===== src/rtl/pbss_pkg.sv =====
`timescale 1ns / 1ps
// Shared types and constants for the panel button self-test sequencer.
// No dependencies; imported by every other file of the block.
package pbss_pkg;

  localparam int TimerWidthDefault = 16;
  localparam int TickWidth         = 10;
  localparam int StepWidth         = 16;
  localparam int IdentWidth        = 12;
  localparam int NumOverrides      = 11;

  localparam logic [TickWidth-1:0] TickPeriodReset = 10'd50;
  localparam logic [StepWidth-1:0] RelayStepReset  = 16'd1000;

  localparam logic [IdentWidth-1:0] IdentMax     = 12'd4095;
  localparam logic [IdentWidth-1:0] IdentLength  = 12'd2000;
  localparam int                    HoldMedium   = 2000;
  localparam int                    HoldFast     = 4000;
  localparam int                    HoldTest     = 6000;

  localparam logic [3:0] BitBuzz = 4'd9;
  localparam logic [3:0] BitAna  = 4'd10;
  localparam logic [NumOverrides-1:0] BuzzMask = 11'b000_0010_0000 << 4;

  // blink modes
  localparam logic [2:0] BlinkOff    = 3'd0;
  localparam logic [2:0] BlinkSlow   = 3'd1;
  localparam logic [2:0] BlinkMedium = 3'd2;
  localparam logic [2:0] BlinkFast   = 3'd4;

  // configuration register indexes
  localparam logic RegTickPeriod = 1'b0;
  localparam logic RegRelayStep  = 1'b1;

  typedef struct packed {
    logic alarm_led_two_now;
    logic alarm_led_one_now;
    logic identify_request;
    logic button_two_level;
    logic button_one_level;
  } pbss_tick_t;

  typedef struct packed {
    logic [StepWidth-1:0] relay_step_ms;
    logic [TickWidth-1:0] tick_period_ms;
  } pbss_cfg_t;

  typedef struct packed {
    logic [3:0] self_test_step;
    logic [2:0] blink_speed;
    logic [2:0] analog_level_code;
    logic       analog_override_enable;
    logic       buzzer_override_level;
    logic       buzzer_override_enable;
    logic [3:0] relay_override_level;
    logic [3:0] relay_override_enable;
    logic [4:0] led_override_level;
    logic [4:0] led_override_enable;
  } pbss_result_t;

  typedef struct packed {
    logic [NumOverrides-1:0] en;
    logic [NumOverrides-1:0] lv;
  } pbss_ovr_t;

  function automatic logic [7:0] toggle_period_ms(logic [2:0] mode);
    case (mode)
      BlinkSlow:   return 8'd250;
      BlinkMedium: return 8'd125;
      BlinkFast:   return 8'd62;
      default:     return 8'd250;
    endcase
  endfunction

endpackage


===== src/rtl/pbss_apb.sv =====
`timescale 1ns / 1ps
// Configuration registers behind an APB-style slave port.
// Depends on pbss_pkg.
module pbss_apb
  import pbss_pkg::*;
(
  input  logic        clk_i,
  input  logic        rst_ni,
  input  logic        psel,
  input  logic        penable,
  input  logic        pwrite,
  input  logic [2:0]  paddr,
  input  logic [31:0] pwdata,
  output logic [31:0] prdata,
  output logic        pready,
  output pbss_cfg_t   cfg_o
);

  pbss_cfg_t cfg_q, cfg_d;
  logic      wr_en;

  assign pready = 1'b1;
  assign wr_en  = psel && penable && pwrite;

  always_comb begin
    cfg_d = cfg_q;
    if (wr_en) begin
      case (paddr[2])
        RegTickPeriod: cfg_d.tick_period_ms = pwdata[TickWidth-1:0];
        RegRelayStep:  cfg_d.relay_step_ms  = pwdata[StepWidth-1:0];
        default: ;
      endcase
    end
  end

  always_ff @(posedge clk_i or negedge rst_ni) begin
    if (!rst_ni) begin
      cfg_q.tick_period_ms <= TickPeriodReset;
      cfg_q.relay_step_ms  <= RelayStepReset;
    end else begin
      cfg_q <= cfg_d;
    end
  end

  always_comb begin
    case (paddr[2])
      RegTickPeriod: prdata = 32'(cfg_q.tick_period_ms);
      RegRelayStep:  prdata = 32'(cfg_q.relay_step_ms);
      default:       prdata = '0;
    endcase
  end

  assign cfg_o = cfg_q;

endmodule


===== src/rtl/pbss_step.sv =====
`timescale 1ns / 1ps
// Per-tick state update: edge detection, beep, blink, identify and self-test.
// Depends on pbss_pkg.
module pbss_step
  import pbss_pkg::*;
#(
  parameter int TIMER_WIDTH = TimerWidthDefault
) (
  input  logic         clk_i,
  input  logic         rst_ni,
  input  logic         step_en_i,
  input  pbss_tick_t   tick_i,
  input  pbss_cfg_t    cfg_i,
  output pbss_result_t result_o
);

  localparam int TW = TIMER_WIDTH;
  localparam int SW = TW + 1;
  localparam int CW = (TW > StepWidth) ? TW : StepWidth;
  localparam logic [TW-1:0] HoldMediumT = TW'(HoldMedium);
  localparam logic [TW-1:0] HoldFastT   = TW'(HoldFast);
  localparam logic [TW-1:0] HoldTestT   = TW'(HoldTest);

  logic            b1_prev_q, b1_prev_d, b2_prev_q, b2_prev_d;
  logic [TW-1:0]   held_q, held_d;
  logic [1:0]      beep_q, beep_d;
  logic [2:0]      blink_mode_q, blink_mode_d;
  logic            phase_q, phase_d;
  logic            buzz_blink_q, buzz_blink_d;
  logic [TW-1:0]   blink_el_q, blink_el_d;
  logic            ident_q, ident_d;
  logic [IdentWidth-1:0] ident_el_q, ident_el_d;
  logic [3:0]      test_step_q, test_step_d;
  logic [TW-1:0]   test_el_q, test_el_d;
  pbss_ovr_t       ovr_q, ovr_d;
  logic [2:0]      ana_q, ana_d;

  function automatic logic [TW-1:0] sat_add(logic [TW-1:0] a, logic [TickWidth-1:0] b);
    logic [SW-1:0] s;
    s = {1'b0, a} + SW'(b);
    return s[TW] ? '1 : s[TW-1:0];
  endfunction

  function automatic pbss_ovr_t force_bit(pbss_ovr_t o, logic [3:0] idx, logic level);
    logic [NumOverrides-1:0] m;
    pbss_ovr_t r;
    m    = NumOverrides'(1) << idx;
    r    = o;
    r.en = o.en | m;
    r.lv = level ? (o.lv | m) : (o.lv & ~m);
    return r;
  endfunction

  function automatic pbss_ovr_t release_bit(pbss_ovr_t o, logic [3:0] idx);
    logic [NumOverrides-1:0] m;
    pbss_ovr_t r;
    m    = NumOverrides'(1) << idx;
    r.en = o.en & ~m;
    r.lv = o.lv & ~m;
    return r;
  endfunction

  function automatic pbss_ovr_t keep_buzzer(pbss_ovr_t o);
    pbss_ovr_t r;
    r.en = o.en & BuzzMask;
    r.lv = o.lv & BuzzMask;
    return r;
  endfunction

  always_comb begin
    logic rose1, rose2, fell2;
    logic [IdentWidth:0] id_sum;
    logic [TickWidth-1:0] dt;

    dt    = cfg_i.tick_period_ms;
    rose1 = tick_i.button_one_level && !b1_prev_q;
    rose2 = tick_i.button_two_level && !b2_prev_q;
    fell2 = !tick_i.button_two_level && b2_prev_q;

    blink_mode_d = blink_mode_q;
    phase_d      = phase_q;
    buzz_blink_d = buzz_blink_q;
    ident_d      = ident_q;
    ident_el_d   = ident_el_q;
    test_step_d  = test_step_q;
    test_el_d    = test_el_q;
    ovr_d        = ovr_q;
    ana_d        = ana_q;
    beep_d       = beep_q;

    // advance time
    held_d     = (tick_i.button_two_level && b2_prev_q) ? sat_add(held_q, dt) : '0;
    blink_el_d = sat_add(blink_el_q, dt);
    if (test_step_q != 4'd0) begin
      test_el_d = sat_add(test_el_q, dt);
    end
    id_sum = {1'b0, ident_el_q} + (IdentWidth + 1)'(dt);
    if (ident_q) begin
      ident_el_d = id_sum[IdentWidth] ? IdentMax : id_sum[IdentWidth-1:0];
    end
    if (tick_i.identify_request) begin
      ident_d      = 1'b1;
      ident_el_d   = '0;
      buzz_blink_d = 1'b1;
    end

    // short beep
    if (beep_q != 2'd0) begin
      beep_d = beep_q - 2'd1;
      if (beep_d == 2'd0) begin
        ovr_d = release_bit(ovr_d, BitBuzz);
        ovr_d = release_bit(ovr_d, 4'd0);
        ovr_d = release_bit(ovr_d, 4'd1);
      end
    end
    if (rose1) begin
      beep_d = 2'd2;
      ovr_d  = force_bit(ovr_d, BitBuzz, 1'b1);
      ovr_d  = force_bit(ovr_d, 4'd0, !tick_i.alarm_led_one_now);
    end
    if (rose2) begin
      if (test_step_d != 4'd0) begin
        test_step_d = 4'd0;
        ovr_d       = keep_buzzer(ovr_d);
        ana_d       = 3'd0;
      end
      beep_d       = 2'd2;
      ovr_d        = force_bit(ovr_d, BitBuzz, 1'b1);
      ovr_d        = force_bit(ovr_d, 4'd1, !tick_i.alarm_led_two_now);
      blink_el_d   = '0;
      blink_mode_d = BlinkSlow;
    end

    // identify
    if (ident_d) begin
      blink_mode_d = BlinkMedium;
      if (ident_el_d > IdentLength) begin
        phase_d      = 1'b0;
        blink_mode_d = BlinkOff;
        buzz_blink_d = 1'b0;
        ovr_d        = keep_buzzer(ovr_d);
        ana_d        = 3'd0;
        ident_d      = 1'b0;
      end
    end

    // long press
    if (tick_i.button_two_level && blink_mode_d != BlinkOff) begin
      if (held_d < HoldMediumT) begin
        blink_mode_d = BlinkSlow;
      end else if (held_d < HoldFastT) begin
        blink_mode_d = BlinkMedium;
      end else if (held_d < HoldTestT) begin
        blink_mode_d = BlinkFast;
      end else begin
        phase_d      = 1'b0;
        blink_mode_d = BlinkOff;
        buzz_blink_d = 1'b0;
        ovr_d        = keep_buzzer(ovr_d);
        ana_d        = 3'd0;
        test_step_d  = 4'd1;
        test_el_d    = '0;
        ovr_d        = force_bit(ovr_d, 4'd0, 1'b1);
        ovr_d        = force_bit(ovr_d, 4'd5, 1'b1);
        ovr_d        = force_bit(ovr_d, 4'd1, 1'b0);
        ovr_d        = force_bit(ovr_d, 4'd6, 1'b0);
        ovr_d        = force_bit(ovr_d, 4'd2, 1'b0);
        ovr_d        = force_bit(ovr_d, 4'd7, 1'b0);
        ovr_d        = force_bit(ovr_d, 4'd3, 1'b0);
        ovr_d        = force_bit(ovr_d, 4'd8, 1'b0);
      end
    end
    if (fell2 && blink_mode_d != BlinkOff) begin
      phase_d      = 1'b0;
      blink_mode_d = BlinkOff;
      buzz_blink_d = 1'b0;
      ovr_d        = keep_buzzer(ovr_d);
      ana_d        = 3'd0;
    end

    // blink toggle
    if (blink_mode_d != BlinkOff) begin
      if (blink_el_d >= TW'(toggle_period_ms(blink_mode_d))) begin
        blink_el_d = '0;
        phase_d    = !phase_d;
        ovr_d      = force_bit(ovr_d, 4'd0, phase_d);
        ovr_d      = force_bit(ovr_d, 4'd1, phase_d);
        ovr_d      = force_bit(ovr_d, 4'd2, phase_d);
        ovr_d      = force_bit(ovr_d, 4'd3, phase_d);
        if (buzz_blink_d) begin
          ovr_d = force_bit(ovr_d, BitBuzz, phase_d);
        end
      end
    end

    // self-test sequence
    if (test_step_d != 4'd0 && CW'(test_el_d) >= CW'(cfg_i.relay_step_ms)) begin
      test_step_d = test_step_d + 4'd1;
      test_el_d   = '0;
      case (test_step_d) inside
        [4'd2:4'd4]: begin
          ovr_d = force_bit(ovr_d, test_step_d - 4'd2, 1'b0);
          ovr_d = force_bit(ovr_d, test_step_d + 4'd3, 1'b0);
          ovr_d = force_bit(ovr_d, test_step_d - 4'd1, 1'b1);
          ovr_d = force_bit(ovr_d, test_step_d + 4'd4, 1'b1);
        end
        4'd5: begin
          ovr_d = force_bit(ovr_d, 4'd3, 1'b0);
          ovr_d = force_bit(ovr_d, 4'd8, 1'b0);
          ovr_d = force_bit(ovr_d, 4'd4, 1'b1);
          ovr_d = force_bit(ovr_d, BitAna, 1'b0);
          ana_d = 3'd0;
        end
        4'd6: begin
          ovr_d = force_bit(ovr_d, 4'd4, 1'b0);
          ovr_d = force_bit(ovr_d, 4'd0, 1'b1);
          ovr_d = force_bit(ovr_d, BitAna, 1'b0);
          ana_d = 3'd1;
        end
        [4'd7:4'd9]: begin
          ovr_d = force_bit(ovr_d, test_step_d - 4'd6, 1'b1);
          ovr_d = force_bit(ovr_d, BitAna, 1'b0);
          ana_d = 3'(test_step_d - 4'd5);
        end
        default: begin
          if (test_step_d != 4'd0) begin
            test_step_d = 4'd0;
            ovr_d       = keep_buzzer(ovr_d);
            ana_d       = 3'd0;
          end
        end
      endcase
    end

    b1_prev_d = tick_i.button_one_level;
    b2_prev_d = tick_i.button_two_level;
  end

  always_ff @(posedge clk_i or negedge rst_ni) begin
    if (!rst_ni) begin
      b1_prev_q    <= 1'b0;
      b2_prev_q    <= 1'b0;
      held_q       <= '0;
      beep_q       <= '0;
      blink_mode_q <= BlinkOff;
      phase_q      <= 1'b0;
      buzz_blink_q <= 1'b0;
      blink_el_q   <= '0;
      ident_q      <= 1'b0;
      ident_el_q   <= '0;
      test_step_q  <= '0;
      test_el_q    <= '0;
      ovr_q        <= '0;
      ana_q        <= '0;
    end else if (step_en_i) begin
      b1_prev_q    <= b1_prev_d;
      b2_prev_q    <= b2_prev_d;
      held_q       <= held_d;
      beep_q       <= beep_d;
      blink_mode_q <= blink_mode_d;
      phase_q      <= phase_d;
      buzz_blink_q <= buzz_blink_d;
      blink_el_q   <= blink_el_d;
      ident_q      <= ident_d;
      ident_el_q   <= ident_el_d;
      test_step_q  <= test_step_d;
      test_el_q    <= test_el_d;
      ovr_q        <= ovr_d;
      ana_q        <= ana_d;
    end
  end

  // result of this item, from the updated state
  always_comb begin
    logic [NumOverrides-1:0] lv;
    lv = ovr_d.lv & ovr_d.en;
    result_o.led_override_enable    = ovr_d.en[4:0];
    result_o.led_override_level     = lv[4:0];
    result_o.relay_override_enable  = ovr_d.en[8:5];
    result_o.relay_override_level   = lv[8:5];
    result_o.buzzer_override_enable = ovr_d.en[BitBuzz];
    result_o.buzzer_override_level  = lv[BitBuzz];
    result_o.analog_override_enable = ovr_d.en[BitAna];
    result_o.analog_level_code      = ovr_d.en[BitAna] ? ana_d : 3'd0;
    result_o.blink_speed            = blink_mode_d;
    result_o.self_test_step         = test_step_d;
  end

  a_step_range: assert property (@(posedge clk_i) disable iff (!rst_ni)
    test_step_q <= 4'd9)
    else $error("self-test step out of range");

  a_blink_code: assert property (@(posedge clk_i) disable iff (!rst_ni)
    blink_mode_q == BlinkOff || blink_mode_q == BlinkSlow ||
    blink_mode_q == BlinkMedium || blink_mode_q == BlinkFast)
    else $error("illegal blink mode");

  a_analog_range: assert property (@(posedge clk_i) disable iff (!rst_ni)
    ana_q <= 3'd4)
    else $error("analog code out of range");

  a_press_two: assert property (@(posedge clk_i) disable iff (!rst_ni)
    step_en_i && tick_i.button_two_level && !b2_prev_q |=>
      test_step_q == 4'd0 && beep_q == 2'd2)
    else $error("button two press did not stop the self-test and beep");

endmodule


===== src/rtl/panel_button_selftest_sequencer.sv =====
`timescale 1ns / 1ps
// Panel button and self-test sequencer, top level.
// Depends on pbss_pkg, pbss_apb and pbss_step.
//
// Each item on the slave stream is one poll tick: button levels, identify
// request and present alarm LED levels. For every tick the block returns
// exactly one item on the master stream carrying LED, relay, buzzer and
// analog override enables and levels, the blink speed and the self-test step.
// An accepted tick lands in an input register; when the output register is
// free or being taken, it is evaluated and written, with the state update,
// into the output register, which drives tvalid on the master side.
// Throughput is one item per cycle while the receiver does not stall.
// When the receiver stalls, the result holds and the input register still
// takes one more item; further items wait with s_axis_tready low.
// Reset clears the step state and valid flags and loads tick_period_ms = 50 and
// relay_step_ms = 1000. The user must write the APB port (tick period at byte
// address 0, step dwell at 4) only while the block is idle; it is not enforced.
module panel_button_selftest_sequencer
  import pbss_pkg::*;
#(
  parameter int TIMER_WIDTH = TimerWidthDefault
) (
  input  logic        clk_i,
  input  logic        rst_ni,
  input  logic        s_axis_tvalid,
  output logic        s_axis_tready,
  // [0] button_one_level, [1] button_two_level, [2] identify_request,
  // [3] alarm_led_one_now, [4] alarm_led_two_now, [7:5] zero
  input  logic [7:0]  s_axis_tdata,
  output logic        m_axis_tvalid,
  input  logic        m_axis_tready,
  // [4:0] led_override_enable, [9:5] led_override_level,
  // [13:10] relay_override_enable, [17:14] relay_override_level,
  // [18] buzzer_override_enable, [19] buzzer_override_level,
  // [20] analog_override_enable, [23:21] analog_level_code,
  // [26:24] blink_speed, [30:27] self_test_step, [31] zero
  output logic [31:0] m_axis_tdata,
  input  logic        psel,
  input  logic        penable,
  input  logic        pwrite,
  input  logic [2:0]  paddr,
  input  logic [31:0] pwdata,
  output logic [31:0] prdata,
  output logic        pready
);

  pbss_cfg_t    cfg;
  pbss_tick_t   tick_q;
  pbss_result_t result, result_q;
  logic         in_valid_q, in_valid_d;
  logic         out_valid_q, out_valid_d;
  logic         advance, s_accept;

  pbss_apb u_apb (
    .clk_i   (clk_i),
    .rst_ni  (rst_ni),
    .psel    (psel),
    .penable (penable),
    .pwrite  (pwrite),
    .paddr   (paddr),
    .pwdata  (pwdata),
    .prdata  (prdata),
    .pready  (pready),
    .cfg_o   (cfg)
  );

  assign advance       = in_valid_q && (!out_valid_q || m_axis_tready);
  assign s_axis_tready = !in_valid_q || advance;
  assign s_accept      = s_axis_tvalid && s_axis_tready;

  always_comb begin
    in_valid_d = in_valid_q;
    if (s_accept) begin
      in_valid_d = 1'b1;
    end else if (advance) begin
      in_valid_d = 1'b0;
    end
    out_valid_d = out_valid_q;
    if (advance) begin
      out_valid_d = 1'b1;
    end else if (m_axis_tready) begin
      out_valid_d = 1'b0;
    end
  end

  always_ff @(posedge clk_i or negedge rst_ni) begin
    if (!rst_ni) begin
      in_valid_q  <= 1'b0;
      out_valid_q <= 1'b0;
    end else begin
      in_valid_q  <= in_valid_d;
      out_valid_q <= out_valid_d;
    end
  end

  always_ff @(posedge clk_i) begin
    if (s_accept) begin
      tick_q <= pbss_tick_t'(s_axis_tdata[4:0]);
    end
    if (advance) begin
      result_q <= result;
    end
  end

  pbss_step #(
    .TIMER_WIDTH (TIMER_WIDTH)
  ) u_step (
    .clk_i     (clk_i),
    .rst_ni    (rst_ni),
    .step_en_i (advance),
    .tick_i    (tick_q),
    .cfg_i     (cfg),
    .result_o  (result)
  );

  assign m_axis_tvalid = out_valid_q;
  assign m_axis_tdata  = {1'b0, result_q};

endmodule


===== config.mk =====
export PLATFORM = sky130hd
export DESIGN_NAME = panel_button_selftest_sequencer
export DESIGN_NICKNAME = d
export VERILOG_FILES = /design/src/rtl/pbss_pkg.sv /design/src/rtl/pbss_apb.sv /design/src/rtl/pbss_step.sv /design/src/rtl/panel_button_selftest_sequencer.sv
export SDC_FILE = /design/constraint.sdc
export NUM_CORES = 1
export LEC_CHECK = 0
export BUFFER_PORTS_ARGS = -buffer_cell sky130_fd_sc_hd__clkbuf_2
export CAP_MARGIN = 20
export CORE_ASPECT_RATIO = 0.6
export CORE_MARGIN = 2
export CORE_UTILIZATION = 40
export DETAILED_ROUTE_END_ITERATION = 10
export HOLD_SLACK_MARGIN = 0.08
export PLACE_DENSITY = 0.64
export RECOVER_POWER = 50
export SLEW_MARGIN = 5
export SYNTH_ARGS = -nofsm -noshare
export SYNTH_HDL_FRONTEND = slang
export SYNTH_SLANG_ARGS = --single-unit

===== constraint.sdc =====
create_clock -name clk_i -period 7.59 [get_ports clk_i]
set_clock_uncertainty 0.05 [all_clocks]
set_input_delay 1.1385 -clock clk_i [delete_from_list [all_inputs] [get_ports clk_i]]
set_output_delay 1.1385 -clock clk_i [all_outputs]
set_load 0.01 [all_outputs]

==> out/metrics.yaml <==
logic_synthesis:
  synth_area_um2: 12380
  ys.warnings.count: 0
  yosys.area.top_type_share_pct: 23.65
  synthTopCellsByArea: "dfrtp_1 24%, edfxtp_1 8.7%, ha_1 7.9%"
  synth_common_cells: "176 x nand2_1, 125 x nor2_1, 117 x dfrtp_1"
  ys_types: 92
  syn_area_per_cell_um2: 8.599
  synth_seq_cells: 162
  yosysMostFrequentCell: "nand2_1"
  synth_edf_count: 36
  synth_largest_area_cell: "dfrtp_1"
  async_flop_share_pct: 77.78
  synthFlopType: "dfrtp_1"
  synth_cells: 1440
  yosysSeqAreaShare_pct: 34.29
clock_network:
  postCtsHoldBufs: 0
  tritoncts.num_buffers: 17
  cts.reportedPaths.clkPinSlew_ns: 0.08
  worstSkewPairLatency_ns: 0.46
  cts_tree: "yes"
  htreeDepth: 4
  clockBufferDepth: 2
  postCtsResizedCells: 0
  clock_sinks: 162
  cts-root-buf: "clkbuf_16"
  cts_setup_buffers: 0
critical_path:
  critical_path_class: "register to register"
  crit_path_end_kind: "register"
  required_ns: 7.74
  r2r_setup_slack_ns: 0.36
  r2r_start: "u_apb.cfg_o[4]"
  endpoint: "m_axis_tdata[14]"
  crit_arrival_ns: 7.38
  cp-startpoint: "u_apb.cfg_o[4]"
  r2r_cells: 27
  crit_path_start_kind: "register"
  r2r_end: "m_axis_tdata[14]"
  cp_max_fo: 6
floorplan:
  die_y_um: 140.3
  floorplan.initialDensity_pct: 40.97
  io-pin-count: 117
  core_area_um2: 30230
  die_w_um: 231.1
  core.rowCount: 49
  die-area_um2: 32420
sta:
  relSlewSlack_pct: -119.6
  setup-tns-final_ns: 0
  setup_viol: 0
  period_minus_slack_ns: 7.226
  post-route-period-util_pct: 95.20
  timing.fmax_mhz: 138.4
  maxSlewViolCount: 129
  hold_slack_ns: 0.4365
  rsz0062_at_grt: "false"
  hold_viol_final: 0
  worst_slew_pin_slew_ns: 3.295
global_routing:
  grt_pass1_vias: 10670
  antenna_found_initial: 0
  grt_max_degree: 90
  overflow: 0
  grt_pass1_wl_um: 61600
  track_usage_pct: 24.62
routing:
  vias: 11660
  wl_um: 39620
  routedWlPerCell_um: 20.26
  dr.pass1.iters: 6
  drc_errors: 0
  viasPerCell: 5.961
  ant_nets: 0
  drt-initial-drc-count: 1432
min_path:
  hold_path.class: "register to register"
finish:
  nFillCells: 2959
  area_growth_pct: 13.16
  nets: 1666
  drive_gt1_share_pct: 15.26
placement:
  gp_congestion: 1.021
  portBuffers: 77
  hpwl_um: 29680
power:
  power_w: 0.005577
  power.density_nw_per_um2: 398.1
  p_leak_nw: 6.116
  ir_drop_uv: 234.6
run_status:
  violations: "capacitance limit, slew limit"
  outcome: "finished, violations left"
job:
  max-cap-violations: 2
cells in the final DEF (no fill, tap or decap), types with 17 or more instances in the layout:
master     count
nand2_1      176
nor2_1       125
dfrtp_1      117
o21ai_0      108
a21oi_1       84
ha_1          78
buf_4         68
inv_1         53
clkbuf_2      45
mux2_2        41
nor3_1        37
edfxtp_1      36
clkbuf_1      34
nand3_1       31
a21o_1        27
a31oi_1       27
and2_1        26
a211oi_1      22
o211ai_1      22
xnor2_1       21
mux2i_1       20
o21a_1        18
conb_1        18
nand2b_1      17
clkbuf_16     17
power by group:
part / total, W / switching [W] / internal [W] / leakage (nW)
clock: 0.000919 / 0.000421 / 0.000498 / 0.294
combinational: 0.00325 / 0.00196 / 0.00129 / 3.91
sequential: 0.00141 / 0.000237 / 0.00117 / 1.92
registers in the layout (all words and copies together) (netlist names):
| register | count |
|---|---|
| u_step.b1_prev_q | 1 |
| in_valid_q | 1 |
| u_step.ovr_q | 21 |
| u_step.held_q | 16 |
| u_step.phase_q | 1 |
| m_axis_tvalid | 1 |
| u_step.blink_mode_q | 3 |
| u_step.buzz_blink_q | 1 |
| u_step.ident_el_q | 12 |
| u_step.test_step_q | 4 |
| u_apb.cfg_o | 26 |
| u_step.blink_el_q | 16 |
| u_step.ident_q | 1 |
| m_axis_tdata | 31 |
| u_step.test_el_q | 16 |
| u_step.ana_q | 3 |
| tick_q | 5 |
| u_step.beep_q | 2 |
| u_step.b2_prev_q | 1 |
stage by stage:
stage	worst slack (ns)	utilization (%)	instances	area [um2]
2_1_floorplan	0.9254	-	1456	12440
3_3_place_gp	0.5997	44.55	1923	13470
3_5_place_dp	0.5820	44.55	1923	13470
4_1_cts	0.5260	46.54	1955	14070
5_1_grt	0.09577	46.35	1955	14010
6_report	0.3642	46.36	1956	14010
worst max-delay path, cell delays in order (launching register included):
cell and delay [ns]:
dfstp_2 0.68, ha_1 0.34, a21o_1 0.23, a31o_1 0.23
or2_4 0.28, o311a_1 0.41, a311o_1 0.34, a211o_1 0.38
and2_4 0.17, nand2_1 0.13, nand3_1 0.13, inv_1 0.10
ha_1 0.32, o211ai_1 0.18, mux2_2 0.34, nand2_1 0.11
inv_1 0.14, ha_1 0.24, nand2_1 0.08, nor2_1 0.04
a21oi_1 0.22, nand3_1 0.13, o21ai_0 0.67, buf_4 0.26
nor4_1 0.06, o21ai_0 0.38, buf_4 0.21, o21ai_0 0.09
final cells by class:
class / instances / area, um2 / share of cell area, %
well taps: 408 / 510.5 / 3.644
clock buffers: 18 / 429.2 / 3.063
flip-flops and latches: 162 / 4245 / 30.30
diodes: 1 / 2.502 / 0.01786
repair buffers: 147 / 879.6 / 6.278
clock inverters: 14 / 170.2 / 1.215
multi-input cells: 1151 / 7566 / 54.00
inverters: 55 / 207.7 / 1.482
metal layers:
metal  global-route usage (%)  vias up  part of all wire, %
met2                    31.10      552                   37
met1                    38.98     5586                   51
met4                    5.637        0                  1.2
li1                         -     5478                    -
met5                        0        -                    0
met3                    8.245       44                   11
logic make-up (layout without fill, tap and decap cells):
logic type                 after synthesis  in the layout  synth area share [%]
DFF                                    162            162                 34.29
AOI/OAI and AO/OA                      472            472                 26.23
buffers and inverters                  143            234                 5.093
muxes                                   61             61                 5.346
other                                    2             19               0.06065
xor gates and xnor gates                30             30                 2.122
adders and majority gates               82             82                 8.529
and+or+nand+nor                        488            488                 18.33
worst min path at each step:
stage / start / end / slack (ns) / depth (start not counted)
3_5_place_dp: u_step.b1_prev_q / u_step.b1_prev_q / 0.41 / 2
5_1_grt: u_step.held_q[8] / u_step.held_q[8] / 0.46 / 1
3_3_place_gp: u_step.b1_prev_q / u_step.b1_prev_q / 0.40 / 2
2_1_floorplan: u_step.b1_prev_q / u_step.b1_prev_q / 0.39 / 2
6_report: u_step.ana_q[2] / u_step.ana_q[2] / 0.44 / 2
4_1_cts: u_step.ovr_q[3] / u_step.ovr_q[3] / 0.44 / 2
No activity file was read; power rests on OpenSTA's default activity.
